$ cat src/hdl/rf_remote_switch_command_encoder_top_assert.svh
// Assertion macros for the radio switch command encoder.
`ifndef RF_REMOTE_SWITCH_COMMAND_ENCODER_TOP_ASSERT_SVH
`define RF_REMOTE_SWITCH_COMMAND_ENCODER_TOP_ASSERT_SVH

`ifndef SYNTHESIS
`define RFSW_ASSERT_NEVER(label, clk, rst_n, expr, msg) \
    label: assert property (@(posedge clk) disable iff (!rst_n) !(expr)) else $error(msg);
`define RFSW_ASSERT_IMPLY(label, clk, rst_n, ante, cons, msg) \
    label: assert property (@(posedge clk) disable iff (!rst_n) (ante) |-> (cons)) \
        else $error(msg);
`define RFSW_ASSERT_NEXT(label, clk, rst_n, ante, cons, msg) \
    label: assert property (@(posedge clk) disable iff (!rst_n) (ante) |=> (cons)) \
        else $error(msg);
`else
`define RFSW_ASSERT_NEVER(label, clk, rst_n, expr, msg)
`define RFSW_ASSERT_IMPLY(label, clk, rst_n, ante, cons, msg)
`define RFSW_ASSERT_NEXT(label, clk, rst_n, ante, cons, msg)
`endif

`endif

$ cat src/hdl/rfsw_pkg.sv
`default_nettype none

package rfsw_pkg;

    localparam int unsigned SYM_W       = 24;
    localparam int unsigned QUEUE_DEPTH = 2;

    localparam logic [1:0] CMD_HOUSE     = 2'd0;
    localparam logic [1:0] CMD_HOUSE_VAR = 2'd1;
    localparam logic [1:0] CMD_TEN_POS   = 2'd2;
    localparam logic [1:0] CMD_DIMMER    = 2'd3;

    localparam logic [1:0] KIND_TRI = 2'd0;
    localparam logic [1:0] KIND_POS = 2'd1;
    localparam logic [1:0] KIND_DIM = 2'd2;
    localparam logic [1:0] KIND_BAD = 2'd3;

    typedef struct packed {
        logic [1:0] cmd;
        logic [7:0] house_char;
        logic [7:0] channel;
        logic       turn_on;
        logic [9:0] position_bits;
        logic [7:0] system_code;
        logic [7:0] dim_level;
        logic       smooth_fade;
    } in_word_t;

    typedef struct packed {
        logic [7:0] char0;
        logic [7:0] char1;
        logic [7:0] char2;
        logic [7:0] char3;
        logic [2:0] char_count;
        logic       last_chunk;
        logic       bad_params;
    } out_word_t;

    // Classified command: protocol kind and its symbol bits in send order.
    typedef struct packed {
        logic [1:0]       kind;
        logic [SYM_W-1:0] syms;
    } desc_t;

    typedef struct packed {
        logic full;
        logic valid;
    } q_stat_t;

endpackage

`default_nettype wire

$ cat src/hdl/rfsw_front.sv
`default_nettype none

module rfsw_front
(
    input  wire rfsw_pkg::in_word_t item,
    output rfsw_pkg::desc_t         desc
);

    logic [7:0]  house_off;
    logic [7:0]  chan_off;
    logic [7:0]  sys_off;
    logic        tri_ok;
    logic        dim_ok;
    logic [3:0]  tri_upper;
    logic [11:0] tri_code;
    logic [3:0]  dev_idx;
    logic [9:0]  dev_onehot;
    logic [13:0] dim_code;
    logic [13:0] dim_rev;
    logic [3:0]  lvl;
    logic [5:0]  level_word;
    logic [rfsw_pkg::SYM_W-1:0] dim_syms;

    always_comb
    begin
        house_off = item.house_char - 8'd65;
        chan_off  = item.channel - 8'd1;
        sys_off   = item.system_code - 8'd1;

        tri_ok = (item.house_char >= 8'd65) && (item.house_char <= 8'd80) &&
                 (item.channel >= 8'd1) && (item.channel <= 8'd16);
        dim_ok = (item.channel >= 8'd1) && (item.channel <= 8'd10) &&
                 (item.system_code >= 8'd1) && (item.system_code <= 8'd16) &&
                 (item.dim_level <= 8'd10);

        // Drop the on/off suffix for the variant when switching off.
        if (item.cmd == rfsw_pkg::CMD_HOUSE_VAR && !item.turn_on)
        begin
            tri_upper = 4'd0;
        end
        else
        begin
            tri_upper = {item.turn_on, 3'b110};
        end
        tri_code = {tri_upper, chan_off[3:0], house_off[3:0]};

        dev_idx    = (item.channel == 8'd10) ? 4'd0 : item.channel[3:0];
        dev_onehot = 10'b1 << (4'd9 - dev_idx);
        dim_code   = {sys_off[3:0], dev_onehot};
        for (int i = 0; i < 14; i++)
        begin
            dim_rev[i] = dim_code[13 - i];
        end

        // Swap the ends of the level scale.
        if (item.dim_level == 8'd0)
        begin
            lvl = 4'd10;
        end
        else if (item.dim_level == 8'd10)
        begin
            lvl = 4'd0;
        end
        else
        begin
            lvl = item.dim_level[3:0];
        end
        level_word = {item.smooth_fade, 1'b1, lvl};

        dim_syms = {~^(level_word & 6'h2A), ~^(level_word & 6'h15), level_word,
                    ~^(dim_code & 14'h1555), ~^(dim_code & 14'h2AAA), dim_rev};

        unique case (item.cmd)
            rfsw_pkg::CMD_HOUSE, rfsw_pkg::CMD_HOUSE_VAR:
            begin
                desc.kind = tri_ok ? rfsw_pkg::KIND_TRI : rfsw_pkg::KIND_BAD;
                desc.syms = {12'd0, tri_code};
            end
            rfsw_pkg::CMD_TEN_POS:
            begin
                desc.kind = rfsw_pkg::KIND_POS;
                desc.syms = {12'd0, !item.turn_on, item.turn_on, item.position_bits};
            end
            default:
            begin
                desc.kind = dim_ok ? rfsw_pkg::KIND_DIM : rfsw_pkg::KIND_BAD;
                desc.syms = dim_syms;
            end
        endcase
    end

endmodule

`default_nettype wire

$ cat src/hdl/rfsw_queue.sv
`default_nettype none

module rfsw_queue
#(
    parameter int unsigned DEPTH = rfsw_pkg::QUEUE_DEPTH
)
(
    input  wire                     clk,
    input  wire                     rst_n,
    input  wire                     push,
    input  wire rfsw_pkg::desc_t    push_data,
    input  wire                     pop,
    output rfsw_pkg::q_stat_t       stat,
    output rfsw_pkg::desc_t         head
);

    localparam int unsigned PTR_W = (DEPTH > 1) ? $clog2(DEPTH) : 1;
    localparam int unsigned CNT_W = $clog2(DEPTH + 1);

    rfsw_pkg::desc_t  entry_reg [DEPTH];
    logic [PTR_W-1:0] wr_ptr_reg, wr_ptr_next;
    logic [PTR_W-1:0] rd_ptr_reg, rd_ptr_next;
    logic [CNT_W-1:0] count_reg, count_next;
    logic             do_push;
    logic             do_pop;

    function automatic logic [PTR_W-1:0] ptr_inc(input logic [PTR_W-1:0] p);
        return (p == PTR_W'(DEPTH - 1)) ? '0 : p + 1'b1;
    endfunction

    assign stat.full  = (count_reg == CNT_W'(DEPTH));
    assign stat.valid = (count_reg != '0);
    assign head       = entry_reg[rd_ptr_reg];

    assign do_push = push && !stat.full;
    assign do_pop  = pop && stat.valid;

    always_comb
    begin
        wr_ptr_next = do_push ? ptr_inc(wr_ptr_reg) : wr_ptr_reg;
        rd_ptr_next = do_pop ? ptr_inc(rd_ptr_reg) : rd_ptr_reg;
        count_next  = count_reg + CNT_W'(do_push) - CNT_W'(do_pop);
    end

    always_ff @(posedge clk or negedge rst_n)
    begin
        if (!rst_n)
        begin
            wr_ptr_reg <= '0;
            rd_ptr_reg <= '0;
            count_reg  <= '0;
        end
        else
        begin
            wr_ptr_reg <= wr_ptr_next;
            rd_ptr_reg <= rd_ptr_next;
            count_reg  <= count_next;
        end
    end

    always_ff @(posedge clk)
    begin
        if (do_push)
        begin
            entry_reg[wr_ptr_reg] <= push_data;
        end
    end

endmodule

`default_nettype wire

$ cat src/hdl/rfsw_back.sv
`default_nettype none

module rfsw_back
(
    input  wire                        clk,
    input  wire                        rst_n,
    input  wire rfsw_pkg::q_stat_t     stat,
    input  wire rfsw_pkg::desc_t       head,
    output logic                       pop,
    output logic                       strobe,
    output rfsw_pkg::out_word_t        result
);

    localparam int unsigned SYM_IDX_W = $clog2(rfsw_pkg::SYM_W);

    localparam logic [7:0] C_SP = 8'h20;
    localparam logic [7:0] C_BQ = 8'h60;
    localparam logic [7:0] C_RB = 8'h7D;
    localparam logic [7:0] C_PL = 8'h2B;
    localparam logic [7:0] C_DL = 8'h24;
    localparam logic [7:0] C_K  = 8'h6B;
    localparam logic [7:0] C_S  = 8'h53;
    localparam logic [7:0] C_T  = 8'h54;
    localparam logic [7:0] C_BS = 8'h5C;
    localparam logic [7:0] C_A  = 8'h41;

    logic                active_reg, active_next;
    logic                tok_done_reg, tok_done_next;
    logic [4:0]          tok_idx_reg, tok_idx_next;
    rfsw_pkg::desc_t     desc_reg, desc_next;
    logic [63:0]         buf_reg, buf_next;
    logic [2:0]          cnt_reg, cnt_next;
    logic                strobe_reg, strobe_next;
    rfsw_pkg::out_word_t result_reg, result_next;

    logic [31:0]          tok_chars;
    logic [2:0]           tok_len;
    logic                 tok_last;
    logic [SYM_IDX_W-1:0] sym_j;
    logic                 sym_bit;
    logic                 emit;
    logic                 emit_last;
    logic                 append;
    logic [2:0]           cnt_rem;
    logic [63:0]          buf_rem;

    // Token table: one token of up to four characters per cycle, first char low.
    always_comb
    begin
        sym_j = (desc_reg.kind == rfsw_pkg::KIND_DIM) ?
                SYM_IDX_W'(tok_idx_reg - 5'd3) : SYM_IDX_W'(tok_idx_reg - 5'd1);
        sym_bit   = (sym_j < SYM_IDX_W'(rfsw_pkg::SYM_W)) ? desc_reg.syms[sym_j] : 1'b0;
        tok_chars = 32'd0;
        tok_len   = 3'd0;
        tok_last  = 1'b0;
        unique case (desc_reg.kind)
            rfsw_pkg::KIND_TRI, rfsw_pkg::KIND_POS:
            begin
                priority if (tok_idx_reg == 5'd0)
                begin
                    tok_chars = {24'd0, C_S};
                    tok_len   = 3'd1;
                end
                else if (tok_idx_reg == 5'd13)
                begin
                    tok_len   = 3'd3;
                    tok_last  = 1'b1;
                    tok_chars = (desc_reg.kind == rfsw_pkg::KIND_TRI) ?
                                {8'd0, C_PL, C_RB, C_SP} : {8'd0, C_PL, C_K, C_DL};
                end
                else
                begin
                    tok_len = 3'd4;
                    if (desc_reg.kind == rfsw_pkg::KIND_TRI)
                    begin
                        tok_chars = sym_bit ? {C_SP, C_BQ, C_BQ, C_SP} :
                                              {C_BQ, C_SP, C_BQ, C_SP};
                    end
                    else
                    begin
                        tok_chars = sym_bit ? {C_K, C_DL, C_K, C_DL} :
                                              {C_DL, C_K, C_K, C_DL};
                    end
                end
            end
            rfsw_pkg::KIND_DIM:
            begin
                priority if (tok_idx_reg == 5'd0)
                begin
                    tok_chars = {C_T, C_T, C_T, C_S};
                    tok_len   = 3'd4;
                end
                else if (tok_idx_reg == 5'd1)
                begin
                    tok_chars = {C_BS, C_T, C_T, C_T};
                    tok_len   = 3'd4;
                end
                else if (tok_idx_reg == 5'd2)
                begin
                    tok_chars = {16'd0, C_A, C_A};
                    tok_len   = 3'd2;
                end
                else if (tok_idx_reg == 5'd27)
                begin
                    tok_chars = {24'd0, C_PL};
                    tok_len   = 3'd1;
                    tok_last  = 1'b1;
                end
                else
                begin
                    tok_chars = sym_bit ? {16'd0, C_T, C_T} : {8'd0, C_A, C_A, C_BS};
                    tok_len   = sym_bit ? 3'd2 : 3'd3;
                end
            end
            default:
            begin
                tok_last = 1'b1;
            end
        endcase
    end

    always_comb
    begin
        emit      = active_reg && ((cnt_reg >= 3'd4) || (tok_done_reg && cnt_reg != 3'd0));
        emit_last = tok_done_reg && (cnt_reg <= 3'd4);
        append    = active_reg && !tok_done_reg;
        pop       = !active_reg && stat.valid;

        if (emit)
        begin
            buf_rem = {32'd0, buf_reg[63:32]};
            cnt_rem = emit_last ? 3'd0 : cnt_reg - 3'd4;
        end
        else
        begin
            buf_rem = buf_reg;
            cnt_rem = cnt_reg;
        end

        active_next   = active_reg;
        tok_done_next = tok_done_reg;
        tok_idx_next  = tok_idx_reg;
        desc_next     = desc_reg;
        buf_next      = buf_rem;
        cnt_next      = cnt_rem;

        strobe_next            = 1'b0;
        result_next            = result_reg;
        result_next.char0      = buf_reg[7:0];
        result_next.char1      = buf_reg[15:8];
        result_next.char2      = buf_reg[23:16];
        result_next.char3      = buf_reg[31:24];
        result_next.char_count = (cnt_reg >= 3'd4) ? 3'd4 : cnt_reg;
        result_next.last_chunk = emit_last;
        result_next.bad_params = 1'b0;

        if (emit)
        begin
            strobe_next = 1'b1;
            if (emit_last)
            begin
                active_next = 1'b0;
            end
        end

        // Place the new token right behind the characters still held.
        if (append)
        begin
            buf_next      = buf_rem | ({32'd0, tok_chars} << {cnt_rem[1:0], 3'b000});
            cnt_next      = cnt_rem + tok_len;
            tok_idx_next  = tok_idx_reg + 5'd1;
            tok_done_next = tok_last;
        end

        if (pop)
        begin
            if (head.kind == rfsw_pkg::KIND_BAD)
            begin
                strobe_next = 1'b1;
                result_next = '{char0: 8'd0, char1: 8'd0, char2: 8'd0, char3: 8'd0,
                                char_count: 3'd0, last_chunk: 1'b1, bad_params: 1'b1};
            end
            else
            begin
                active_next   = 1'b1;
                tok_done_next = 1'b0;
                tok_idx_next  = 5'd0;
                desc_next     = head;
                buf_next      = 64'd0;
                cnt_next      = 3'd0;
            end
        end
    end

    always_ff @(posedge clk or negedge rst_n)
    begin
        if (!rst_n)
        begin
            active_reg   <= 1'b0;
            tok_done_reg <= 1'b0;
            tok_idx_reg  <= 5'd0;
            cnt_reg      <= 3'd0;
            buf_reg      <= 64'd0;
            strobe_reg   <= 1'b0;
        end
        else
        begin
            active_reg   <= active_next;
            tok_done_reg <= tok_done_next;
            tok_idx_reg  <= tok_idx_next;
            cnt_reg      <= cnt_next;
            buf_reg      <= buf_next;
            strobe_reg   <= strobe_next;
        end
    end

    always_ff @(posedge clk)
    begin
        desc_reg   <= desc_next;
        result_reg <= result_next;
    end

    assign strobe = strobe_reg;
    assign result = result_reg;

endmodule

`default_nettype wire

$ cat src/hdl/rf_remote_switch_command_encoder_top.sv
// Channel   Direction  Handshake                 Word
// item      in         start high, busy low      rfsw_pkg::in_word_t
// result    out        strobe, one cycle         rfsw_pkg::out_word_t
//
// Each command is classified and queued; the back end adds one token of up to
// four characters per cycle and sends a chunk once four are held, or the rest
// once the last token is in. The queue takes a new word while the back end is
// still sending the last one; a bad command yields one empty final result.
// Reset clears queue and sequencer. busy is high while the queue is full; the
// receiver cannot stall and each result shows for one cycle only.
`default_nettype none
`include "rf_remote_switch_command_encoder_top_assert.svh"

module rf_remote_switch_command_encoder_top
#(
    parameter int unsigned QUEUE_DEPTH = rfsw_pkg::QUEUE_DEPTH
)
(
    input  wire                         clk,
    input  wire                         rst_n,
    input  wire                         start,
    output logic                        busy,
    input  wire rfsw_pkg::in_word_t     item,
    output logic                        strobe,
    output rfsw_pkg::out_word_t         result
);

    rfsw_pkg::desc_t   front_desc;
    rfsw_pkg::desc_t   q_head;
    rfsw_pkg::q_stat_t q_stat;
    logic              push;
    logic              pop;

    assign busy = q_stat.full;
    assign push = start && !busy;

    rfsw_front u_front
    (
        .item (item),
        .desc (front_desc)
    );

    rfsw_queue #(.DEPTH(QUEUE_DEPTH)) u_queue
    (
        .clk       (clk),
        .rst_n     (rst_n),
        .push      (push),
        .push_data (front_desc),
        .pop       (pop),
        .stat      (q_stat),
        .head      (q_head)
    );

    rfsw_back u_back
    (
        .clk    (clk),
        .rst_n  (rst_n),
        .stat   (q_stat),
        .head   (q_head),
        .pop    (pop),
        .strobe (strobe),
        .result (result)
    );

    `RFSW_ASSERT_IMPLY(a_bad_shape, clk, rst_n, strobe && result.bad_params,
        (result.char_count == 3'd0) && result.last_chunk, "bad result not empty and final")
    `RFSW_ASSERT_IMPLY(a_full_chunk, clk, rst_n, strobe && !result.last_chunk,
        result.char_count == 3'd4, "non-final chunk not full")
    `RFSW_ASSERT_NEVER(a_no_empty, clk, rst_n,
        strobe && !result.bad_params && (result.char_count == 3'd0), "empty chunk on valid command")
    `RFSW_ASSERT_NEXT(a_full_holds, clk, rst_n, q_stat.full && !pop, q_stat.full,
        "queue lost an entry")

endmodule

`default_nettype wire

$ cat config.mk
export PLATFORM = sky130hd
export DESIGN_NAME = rf_remote_switch_command_encoder_top
export DESIGN_NICKNAME = d
export VERILOG_FILES = /design/src/hdl/rfsw_pkg.sv /design/src/hdl/rfsw_front.sv /design/src/hdl/rfsw_queue.sv /design/src/hdl/rfsw_back.sv /design/src/hdl/rf_remote_switch_command_encoder_top.sv
export VERILOG_INCLUDE_DIRS = /design/src /design/src/hdl
export SDC_FILE = /design/constraint.sdc
export NUM_CORES = 1
export LEC_CHECK = 0
export BUFFER_PORTS_ARGS = -buffer_cell sky130_fd_sc_hd__buf_2
export CORE_MARGIN = 1.5
export CORE_UTILIZATION = 30
export CTS_BUF_LIST = sky130_fd_sc_hd__clkbuf_16
export DETAILED_ROUTE_END_ITERATION = 8
export RECOVER_POWER = 50
export SETUP_SLACK_MARGIN = 0.05
export SLEW_MARGIN = 20
export SYNTH_ARGS = -nofsm -noshare
export SYNTH_HDL_FRONTEND = slang
export SYNTH_SLANG_ARGS = --single-unit
$ cat constraint.sdc
create_clock -name clk -period 4.7 [get_ports clk]
set_input_delay 0.94 -clock clk [delete_from_list [all_inputs] [get_ports clk]]
set_output_delay 0.94 -clock clk [all_outputs]
set_load 0.01 [all_outputs]
# [Word-level counts from Yosys, hierarchy flattened]
# Memory sizes are Yosys's and may differ from the RTL's.
# Index checks and enable logic that the tools add are counted.
[op_classes] n_reduce_logical=34 shifts=2 n_lt_le_gt_ge=12 n_eq_ne=12 n_bitwise=2 add_sub_neg=13 muxes=67
[op_table] operator="64-bit two-way mux" n=4
[op_table] operator="32-bit two-way mux" n=7
[op_table] operator="37-bit two-way mux" n=2
[op_table] operator="64-bit bitwise OR" n=1
[op_table] operator="32-bit one-hot mux with 2 select lines" n=1
[op_table] operator="32-bit by 5-bit left shift with 64-bit output" n=1
[op_table] operator="31-bit two-way mux" n=2
[op_table] operator="26-bit one-hot mux with 2 select lines" n=1
[op_table] operator="3-bit two-way mux" n=12
[op_table] operator="14-bit XNOR reduction" n=2
[op_table] operator="1-bit two-way mux" n=24
[op_table] operator="23-bit two-way mux" n=1
[op_table] operator="5-bit two-way mux" n=4
[op_table] operator="8-bit by 4-bit equality test with 1-bit output (second input constant)" n=2
[op_table] operator="8-bit by 1-bit greater-or-equal comparator with 1-bit output (second input constant)" n=2
[op_table] operator="8-bit by 4-bit <= comparator with 1-bit output (second input constant)" n=2
[op_table] operator="8-bit by 5-bit <= comparator with 1-bit output (second input constant)" n=2
[op_table] operator="1-bit logical AND" n=16
[op_table] operator="4-bit two-way mux" n=4
[op_table] operator="13-bit two-way mux" n=1
[op_table] operator="6-bit XNOR reduction" n=2
[op_table] operator="4-bit by 1-bit subtractor with 4-bit output (second input constant)" n=3
[op_table] operator="1-bit by 4-bit left shift with 10-bit output (first input constant)" n=1
[op_table] operator="2-bit equality test (second input constant)" n=4
[op_table] operator="other kinds (34)" n=41
[word_totals] memories=1 wordCells=161 regBits=142 mem_bits_rw=52
[mem_list] memory="u_queue.entry_reg" words=2 width=26 read_ports=1 rd_clocked_by_memory_dff=0 wr=1 line_no="rfsw_queue.sv:20" text="rfsw_pkg::desc_t entry_reg [DEPTH];"

# [Depth between registers and ports, before layout]
# Gate-level depths: netlist (run 1).
[depth] word_depth=16 ltp_mapped=19

# [By module]
# From an unflattened synthesis (run 1), not the netlist that was laid out.
[unflattened] hier_cells=882 area_unflattened_um2=9466.6
[by_module_without_submodules] module="rfsw_back" instances=1 area_per_inst_um2=6229.7 cells_per_inst=625
[by_module_without_submodules] module="rfsw_queue" instances=1 area_per_inst_um2=2162.1 cells_per_inst=99
[by_module_without_submodules] module="rfsw_front" instances=1 area_per_inst_um2=1061.0 cells_per_inst=157
[by_module_without_submodules] module="rf_remote_switch_command_encoder_top" instances=1 area_per_inst_um2=13.8 cells_per_inst=1

# [Worst setup path after synthesis (run 1)]
# OpenSTA, ideal clock, no wires.
[synth_path] path_kind="register to register" start="register u_back.tok_idx_reg[0]" end="register u_back.cnt_reg[1]" setup_time_ns=0.173 stages_incl_launch_ff=18 setup_slack_ns=1.272 synth_period_minus_slack_ns=3.428 t_arrival_ns=3.255 n_path_buf=2 path_cell_list="dfrtp_1 buf_2 inv_1 ha_1 clkbuf_1 xnor2_1 mux4_2 o211ai_1 o22ai_2 nor2_2 o2111ai_1 o21ai_0 ha_1 inv_1 fa_1 nor2_1 a21oi_1 nor2_1"
[synth_between] elab_chain_len=15 elab_cells_between_ends=24 classes_between="add/sub (3); order compare (1); eq/ne (4); mux (15); reduce/logical (1)"
[synth_lines] element="start, declared" line_no="rfsw_back.sv:29" text="logic [4:0] tok_idx_reg, tok_idx_next;"
[synth_lines] element="start signal, assigned" line_no="rfsw_back.sv:210" text="tok_idx_reg <= tok_idx_next;"
[synth_lines] element="5-bit by 1-bit subtractor with 5-bit output or 5-bit by 2-bit subtractor with 5-bit output (tied branches)" line_no="rfsw_back.sv:51" text="SYM_IDX_W'(tok_idx_reg - 5'd3) : SYM_IDX_W'(tok_idx_reg - 5'd1);"
[synth_lines] element="5-bit two-way mux" line_no="rfsw_back.sv:50" text="sym_j = (desc_reg.kind == rfsw_pkg::KIND_DIM) ?"
[synth_lines] element="1-bit binary-select mux with 5-bit select" line_no="rfsw_back.sv:52" text="sym_bit = (sym_j < SYM_IDX_W'(rfsw_pkg::SYM_W)) ? desc_reg.syms[sym_j] : 1'b0;"
[synth_lines] element="1-bit two-way mux (not written as such)" line_no="rfsw_back.sv:52"
[synth_lines] element="1-bit two-way mux" line_no="rfsw_back.sv:52"
[synth_lines] element="1-bit two-way mux" line_no="rfsw_back.sv:112" text="tok_len = sym_bit ? 3'd2 : 3'd3;"
[synth_lines] element="3-bit two-way mux" line_no="rfsw_back.sv:103" text="else if (tok_idx_reg == 5'd27)"
[synth_lines] element="3-bit two-way mux" line_no="rfsw_back.sv:98" text="else if (tok_idx_reg == 5'd2)"
[synth_lines] element="3-bit two-way mux" line_no="rfsw_back.sv:93" text="else if (tok_idx_reg == 5'd1)"
[synth_lines] element="3-bit two-way mux" line_no="rfsw_back.sv:88" text="priority if (tok_idx_reg == 5'd0)"
[synth_lines] element="3-bit one-hot mux with 2 select lines (*)" line_no="rfsw_back.sv:56" text="unique case (desc_reg.kind)"
[synth_lines] element="3-bit adder (*)" line_no="rfsw_back.sv:170" text="cnt_next = cnt_rem + tok_len;"
[synth_lines] element="3-bit two-way mux (*)" line_no="rfsw_back.sv:167" text="if (append)"
[synth_lines] element="3-bit two-way mux" line_no="rfsw_back.sv:177" text="if (head.kind == rfsw_pkg::KIND_BAD)"
[synth_lines] element="3-bit two-way mux (*)" line_no="rfsw_back.sv:175" text="if (pop)"
[synth_lines] element="net u_back.cnt_next[1]" line_no="rfsw_back.sv:32" text="logic [2:0] cnt_reg, cnt_next;"
[synth_lines] element="end signal, assigned" line_no="rfsw_back.sv:211" text="cnt_reg <= cnt_next;"
[synth_lines] element="end, declared" line_no="rfsw_back.sv:32"
# Mark *: on every way through the listed nets, which the timed path passes. The rest lies on a longest branch. The select of a mux whose other input is x is not followed.
# A chain may end at the register's enable or synchronous reset.

# [Worst setup path in the final report (run 1)]
[layout_path] start="register u_back.tok_idx_reg[1]" end="register u_back.cnt_reg[2]"
# The elaborated chain is that of the path after synthesis.

==> impl_metrics.env, run 1 <==
export IMPL_htree_levels=4
export IMPL_reg2reg_depth=15
export IMPL_final_max_slew_violation_count=201
export IMPL_grt_pass1_wl_mm=33.3
export IMPL_dp_cells=1293
export IMPL_cts_hold_fix_buffers=0
export IMPL_fmax_ghz=0.242
export IMPL_hold_class="reg2reg"
export IMPL_largest_reg_flops=64
export IMPL_slew_headroom_pct=-32.6
export IMPL_antenna_left=0
export IMPL_finalCriticalPeriod_ns=4.13
export IMPL_slowest_delay_ns=0.56
export IMPL_syn_area_per_cell_sq_um=10.6
export IMPL_gp_congestion=0.845
export IMPL_die_h_um=178
export IMPL_antennaDiodeCount=0
export IMPL_n_fill_cell=3009
export IMPL_synth_edf_count=78
export IMPL_io_pins=88
export IMPL_yosys_warnings=0
export IMPL_dpl_hpwl_mm=14.0
export IMPL_p_int_mw=3.95
export IMPL_regArea_sq_um=5060
export IMPL_core_area_sq_um=29800
export IMPL_pwr_share_seq_pct=38.6
export IMPL_cts_inserted_buffers=17
export IMPL_cap_violations=5
export IMPL_tightest_slew_ns=1.99
export IMPL_ys_ff_latch=194
export IMPL_p_leak_nw=4.23
export IMPL_vias=6508
export IMPL_cts_resized=0
export IMPL_fin_crit_sh_pct=87.8
export IMPL_finalHoldViolCount=0
export IMPL_grt_max_degree=80
export IMPL_ir_drop_v=0.000337
export IMPL_layout_cells_non_filler=1325
export IMPL_finalNetCount=991
export IMPL_drt_iter0_drc=561
export IMPL_synthesis_area_sq_um=9140
export IMPL_cts_tree="yes"
export IMPL_mostFrequentLayoutCells="110 x nand2_1, 79 x dfrtp_1, 78 x edfxtp_1"
export IMPL_grt_setup_unrepaired="no"
export IMPL_overflow=0
export IMPL_critPathBufInv=2
export IMPL_cp_cell_sequence="inv_1, ha_1, xnor2_1, mux2i_1, a2111oi_0, nor4_2, nor2_2, o2111ai_1, o21ai_0, ha_1, inv_1, fa_1, xnor2_1, a22oi_1, nor2_1"
export IMPL_clock_power_share_pct=20.9
export IMPL_worstPathArrival_ns=4.42
export IMPL_crit_fanout=12
export IMPL_pwr_share_comb_pct=40.4
export IMPL_layout_commonest_cell="nand2_1"
export IMPL_grtUsageTotal_pct=13.3
export IMPL_drc=0
export IMPL_num_rows=63
export IMPL_clock_skew_final_ns=0.00953
export IMPL_fin_tns_setup_ns=0
export IMPL_die_w_um=178
export IMPL_synth_fp_nets=929
export IMPL_powerDensity_nw_per_um2=623
export IMPL_hold_end="u_back.result[36]$_DFF_P_"
export IMPL_cts_sinks=194
export IMPL_hp_start="u_back.buf_reg[7]$_DFF_PN0_"
export IMPL_post_route_util_pct=35.1
export IMPL_wl_mm=20.6
export IMPL_startpoint_type="register"
export IMPL_port_buffers=87
export IMPL_outcome="finished, violations left"
export IMPL_start_util_pct=30.7
export IMPL_async_reset_ff_share_pct=40.7
export IMPL_path_clk_slew_ns=0.08
export IMPL_power_switching_mw=2.56
export IMPL_clockBufferDepth=2
export IMPL_drive_above_1_share_pct=16.5
export IMPL_worstPathRequired_ns=4.99
export IMPL_firstDrtPassIters=5
export IMPL_post_cts_buffers=0
export IMPL_root_buffer="clkbuf_16"
export IMPL_seq_area_frac_synth_pct=55.4
export IMPL_ys_types=72
export IMPL_whs_path_depth=1
export IMPL_path_delay_family="compound AO/OA/AOI/OAI gates"
export IMPL_whs_ns=0.482
export IMPL_setup_violations=0
export IMPL_endpoint_kind="register"
export IMPL_synthCells=860
export IMPL_violations="max-capacitance violations, max-slew violations"
export IMPL_worstReg2RegStart="u_back.tok_idx_reg[1]$_DFF_PN0_"
export IMPL_grt_pass1_vias=6282
export IMPL_syn_to_final_growth_pct=14.3
export IMPL_r2r_end="u_back.cnt_reg[2]$_DFF_PN0_"
export IMPL_path_class="reg2reg"
export IMPL_via_per_inst=4.91
export IMPL_worst_path_max_delay_cell="a2111oi_0"
export IMPL_die_area_sq_um=31500
export IMPL_clkLatencyLatePin_ns=0.43
export IMPL_wl_per_cell_um=15.5
export IMPL_synthFlopType="dfrtp_1"
export IMPL_multi_input_area_sq_um=3750
export IMPL_switching_share_pct=39.3
export IMPL_antenna_found_initial=0
export IMPL_rrSetupSlack_ns=0.57
layout make-up:
type                    count  share of cell area (%)
clock buffers              17                    4.07
clock inverters            15                    1.26
flip-flops and latches    194                    48.4
repair buffers            100                    4.78
well taps                 390                    4.67
inverters                  25                   0.898
multi-input cells         584                    35.9
power groups by stage:
stage / clock network [mW] / logic [mW] / registers [mW]
6_report: 1.36 / 2.63 / 2.51
5_1_grt: 1.46 / 2.92 / 2.57
4_1_cts: 1.40 / 2.66 / 2.51
3_5_place_dp: 0 / 2.65 / 2.55
3_3_place_gp: 0 / 2.63 / 2.53
2_1_floorplan: 0 / 1.93 / 2.52
logic make-up after synthesis:
group	count (synthesis)	share of synthesized area, %
flops	194	55.4
compound gates	178	13.1
simple gates	311	16.4
fa+ha+maj	20	2.82
buf+inv	82	3.81
mux	44	5.46
xor+xnor	31	2.97
synthesized netlist by cell type (all sizes together) (10+ instances only):
cell | number | share of area, %
clkbuf | 42 | 1.7
nor3 | 14 | 0.77
nor2 | 78 | 3.2
buf | 15 | 1.1
ha | 19 | 2.6
nand2 | 110 | 4.5
o21ai | 36 | 2.0
edfxtp | 78 | 26
a31oi | 23 | 1.6
and2 | 19 | 1.3
a21oi | 36 | 2.0
dfrtp | 79 | 22
inv | 25 | 1.0
nor2b | 36 | 2.5
dfxtp | 37 | 8.1
xor2 | 10 | 0.96
mux2i | 15 | 1.6
mux2 | 27 | 3.3
xnor2 | 21 | 2.0
o22ai | 12 | 0.89
worst max path at each step:
stage	cells after the start	startpoint	endpoint
final	15	u_back.tok_idx_reg[1]$_DFF_PN0_	u_back.cnt_reg[2]$_DFF_PN0_
after global routing	15	u_back.tok_idx_reg[1]$_DFF_PN0_	u_back.cnt_reg[1]$_DFF_PN0_
after CTS	15	u_back.tok_idx_reg[1]$_DFF_PN0_	u_back.cnt_reg[2]$_DFF_PN0_
after detailed placement	15	u_back.tok_idx_reg[1]$_DFF_PN0_	u_back.cnt_reg[2]$_DFF_PN0_
after global placement	15	u_back.tok_idx_reg[1]$_DFF_PN0_	u_back.cnt_reg[2]$_DFF_PN0_
after floorplan	17	u_back.tok_idx_reg[0]$_DFF_PN0_	u_back.cnt_reg[1]$_DFF_PN0_
per-layer routing:
metal,wire length (um),GRT usage (%),vias up
li1,-,-,3194
met1,9560,17.8,3093
met5,0,0,-
met2,9720,21.9,200
met4,295,3.85,0
met3,983,2.34,21
per-stage QoR:
stage	instance area (sq um)	worst slack (ns)	power, mW
floorplan	9140	1.27	4.45
global placement	9930	0.801	5.17
detailed placement	9930	0.616	5.19
CTS	10500	0.597	6.57
global route	10400	0.208	6.95
finish	10400	0.574	6.51
worst register-to-register path, cell delays in order (launching register included):
cell,delay [ns]
dfrtp_1,0.55
inv_1,0.12
ha_1,0.31
xnor2_1,0.26
mux2i_1,0.22
a2111oi_0,0.56
nor4_2,0.16
nor2_2,0.44
o2111ai_1,0.29
o21ai_0,0.15
ha_1,0.16
inv_1,0.05
fa_1,0.37
xnor2_1,0.14
a22oi_1,0.16
nor2_1,0.06
Power figures use the tool's default switching activity.
==> run 2, diff against run 1 <==
--- a/config.mk
+++ b/config.mk
@@ -7,6 +7,7 @@
 export NUM_CORES = 1
 export LEC_CHECK = 0
 export BUFFER_PORTS_ARGS = -buffer_cell sky130_fd_sc_hd__buf_2
+export CORE_ASPECT_RATIO = 0.9
 export CORE_MARGIN = 1.5
 export CORE_UTILIZATION = 30
 export CTS_BUF_LIST = sky130_fd_sc_hd__clkbuf_16
==> impl_metrics.env, run 2 (same netlist as run 1, synthesis figures left out) <==
export IMPL_finalNetCount=989
export IMPL_clkLatencyLatePin_ns=0.44
export IMPL_cts_tree="yes"
export IMPL_antenna_found_initial=0
export IMPL_overflow=0
export IMPL_r2r_end="u_back.cnt_reg[2]$_DFF_PN0_"
export IMPL_dpl_hpwl_mm=14.2
export IMPL_grt_pass1_wl_mm=34.1
export IMPL_grt_max_degree=90
export IMPL_startpoint_type="register"
export IMPL_fin_total_pwr_mw=6.56
export IMPL_fmax_ghz=0.248
export IMPL_final_max_slew_violation_count=201
export IMPL_slew_headroom_pct=-55.9
export IMPL_grt_pass1_vias=6311
export IMPL_grtUsageTotal_pct=13.5
export IMPL_worstPathArrival_ns=4.33
export IMPL_drc=0
export IMPL_place_area_sq_um=9950
export IMPL_vias=6514
export IMPL_multi_input_area_sq_um=3750
export IMPL_start_util_pct=30.5
export IMPL_drt_iter0_drc=462
export IMPL_clock_skew_final_ns=0.0176
export IMPL_gp_congestion=0.886
export IMPL_root_buffer="clkbuf_16"
export IMPL_violations="max-capacitance violations, max-slew violations"
export IMPL_mostFrequentLayoutCells="110 x nand2_1, 79 x dfrtp_1, 78 x edfxtp_1"
export IMPL_outcome="finished, violations left"
export IMPL_die_area_sq_um=31500
export IMPL_drive_above_1_share_pct=14.7
export IMPL_largest_reg_flops=64
export IMPL_tightest_slew_ns=2.33
export IMPL_antenna_left=0
export IMPL_design_area_sq_um=10400
export IMPL_cts_sinks=194
export IMPL_path_class="reg2reg"
export IMPL_die_w_um=187
export IMPL_core_area_sq_um=30000
export IMPL_grt_setup_unrepaired="no"
export IMPL_via_per_inst=4.88
export IMPL_finalHoldViolCount=0
export IMPL_worstPathRequired_ns=5.01
export IMPL_io_pins=88
export IMPL_setup_violations=0
export IMPL_wl_per_cell_um=15.7
export IMPL_finalCriticalPeriod_ns=4.02
export IMPL_n_fill_cell=3029
export IMPL_num_rows=60
export IMPL_port_buffers=87
export IMPL_worstReg2RegStart="u_back.tok_idx_reg[1]$_DFF_PN0_"
export IMPL_cts_hold_fix_buffers=0
export IMPL_ir_drop_v=0.000342
export IMPL_post_cts_buffers=0
export IMPL_fin_crit_sh_pct=85.6
export IMPL_htree_levels=4
export IMPL_p_leak_nw=4.20
export IMPL_layout_cells_non_filler=1336
export IMPL_endpoint_kind="register"
export IMPL_cts_inserted_buffers=17
export IMPL_die_h_um=169
export IMPL_syn_to_final_growth_pct=14.3
export IMPL_crit_end="u_back.cnt_reg[2]$_DFF_PN0_"
export IMPL_crit_fanout=12
export IMPL_cap_violations=5
export IMPL_firstDrtPassIters=4
export IMPL_hold_class="reg2reg"
export IMPL_dp_cells=1304
export IMPL_cts_resized=0
export IMPL_rrSetupSlack_ns=0.68
export IMPL_powerDensity_nw_per_um2=628
export IMPL_wl_mm=21.0
export IMPL_reg2reg_depth=15
export IMPL_regArea_sq_um=5060
export IMPL_fin_tns_setup_ns=0
export IMPL_clockBufferDepth=2
export IMPL_setup_worst_path_start="u_back.tok_idx_reg[1]$_DFF_PN0_"
export IMPL_path_clk_slew_ns=0.07
export IMPL_layout_commonest_cell="nand2_1"
export IMPL_antennaDiodeCount=0
run 2: cell count changes in the layout (fill, tap and decap cells not counted), sizes merged:
cell	before	now
clkinv	6	4
bufinv	0	1
clkbuf	37	49
buf	80	66
clkinvlp	3	0
inv	31	35
run 2: final cells by class:
class                   instances  share of cell area [%]
clock buffers                  17                    4.07
clock inverters                15                    1.26
inverters                      25                   0.898
multi-input cells             584                    35.9
flip-flops and latches        194                    48.4
well taps                     403                    4.83
repair buffers                 98                    4.64
run 2: power by group:
| part | internal, mW | switching [mW] | total (mW) | leakage [nW] |
|---|---|---|---|---|
| Clock | 0.739 | 0.648 | 1.39 | 0.284 |
| Sequential | 2.31 | 0.207 | 2.51 | 2.09 |
| Combinational | 0.946 | 1.71 | 2.66 | 1.82 |
| Total | 3.99 | 2.57 | 6.56 | 4.20 |
run 2: metal layers:
layer,wire length (um),track usage [%],up-vias
met1,10200,18.5,3138
met5,0,0,-
met2,9520,21.9,171
li1,-,-,3183
met4,305,3.82,0
met3,891,2.63,22
run 2: metrics by stage:
| step | util [%] | setup slack [ns] | hold slack, ns |
|---|---|---|---|
| finish | 34.9 | 0.675 | 0.481 |
| global route | 34.9 | 0.279 | 0.502 |
| CTS | 35.1 | 0.631 | 0.485 |
| detailed placement | 33.2 | 0.633 | 0.470 |
| global placement | 33.2 | 0.796 | 0.464 |
| floorplan | - | 1.27 | 0.446 |
run 2: how the worst min path moves through the flow:
stage / start / endpoint / slack [ns] / depth (start not counted)
floorplan: u_back.buf_reg[30]$_DFF_PN0_ / u_back.result[11]$_DFF_P_ / 0.45 / 1
global placement: u_back.buf_reg[18]$_DFF_PN0_ / u_back.result[15]$_DFF_P_ / 0.46 / 1
detailed placement: u_back.buf_reg[1]$_DFF_PN0_ / u_back.result[30]$_DFF_P_ / 0.47 / 1
CTS: u_back.buf_reg[1]$_DFF_PN0_ / u_back.result[30]$_DFF_P_ / 0.49 / 1
global route: u_back.buf_reg[61]$_DFF_PN0_ / u_back.buf_reg[61]$_DFF_PN0_ / 0.50 / 1
finish: u_back.buf_reg[1]$_DFF_PN0_ / u_back.result[30]$_DFF_P_ / 0.48 / 1
run 2: worst max-delay path: stages (launching register included):
cell and delay, ns:
dfrtp_1 0.54, inv_1 0.11, ha_1 0.30, xnor2_1 0.25, mux2i_1 0.22, a2111oi_0 0.52
nor4_2 0.16, nor2_2 0.44, o2111ai_1 0.26, o21ai_0 0.16, ha_1 0.17, inv_1 0.05
fa_1 0.37, xnor2_1 0.13, a22oi_1 0.16, nor2_1 0.06
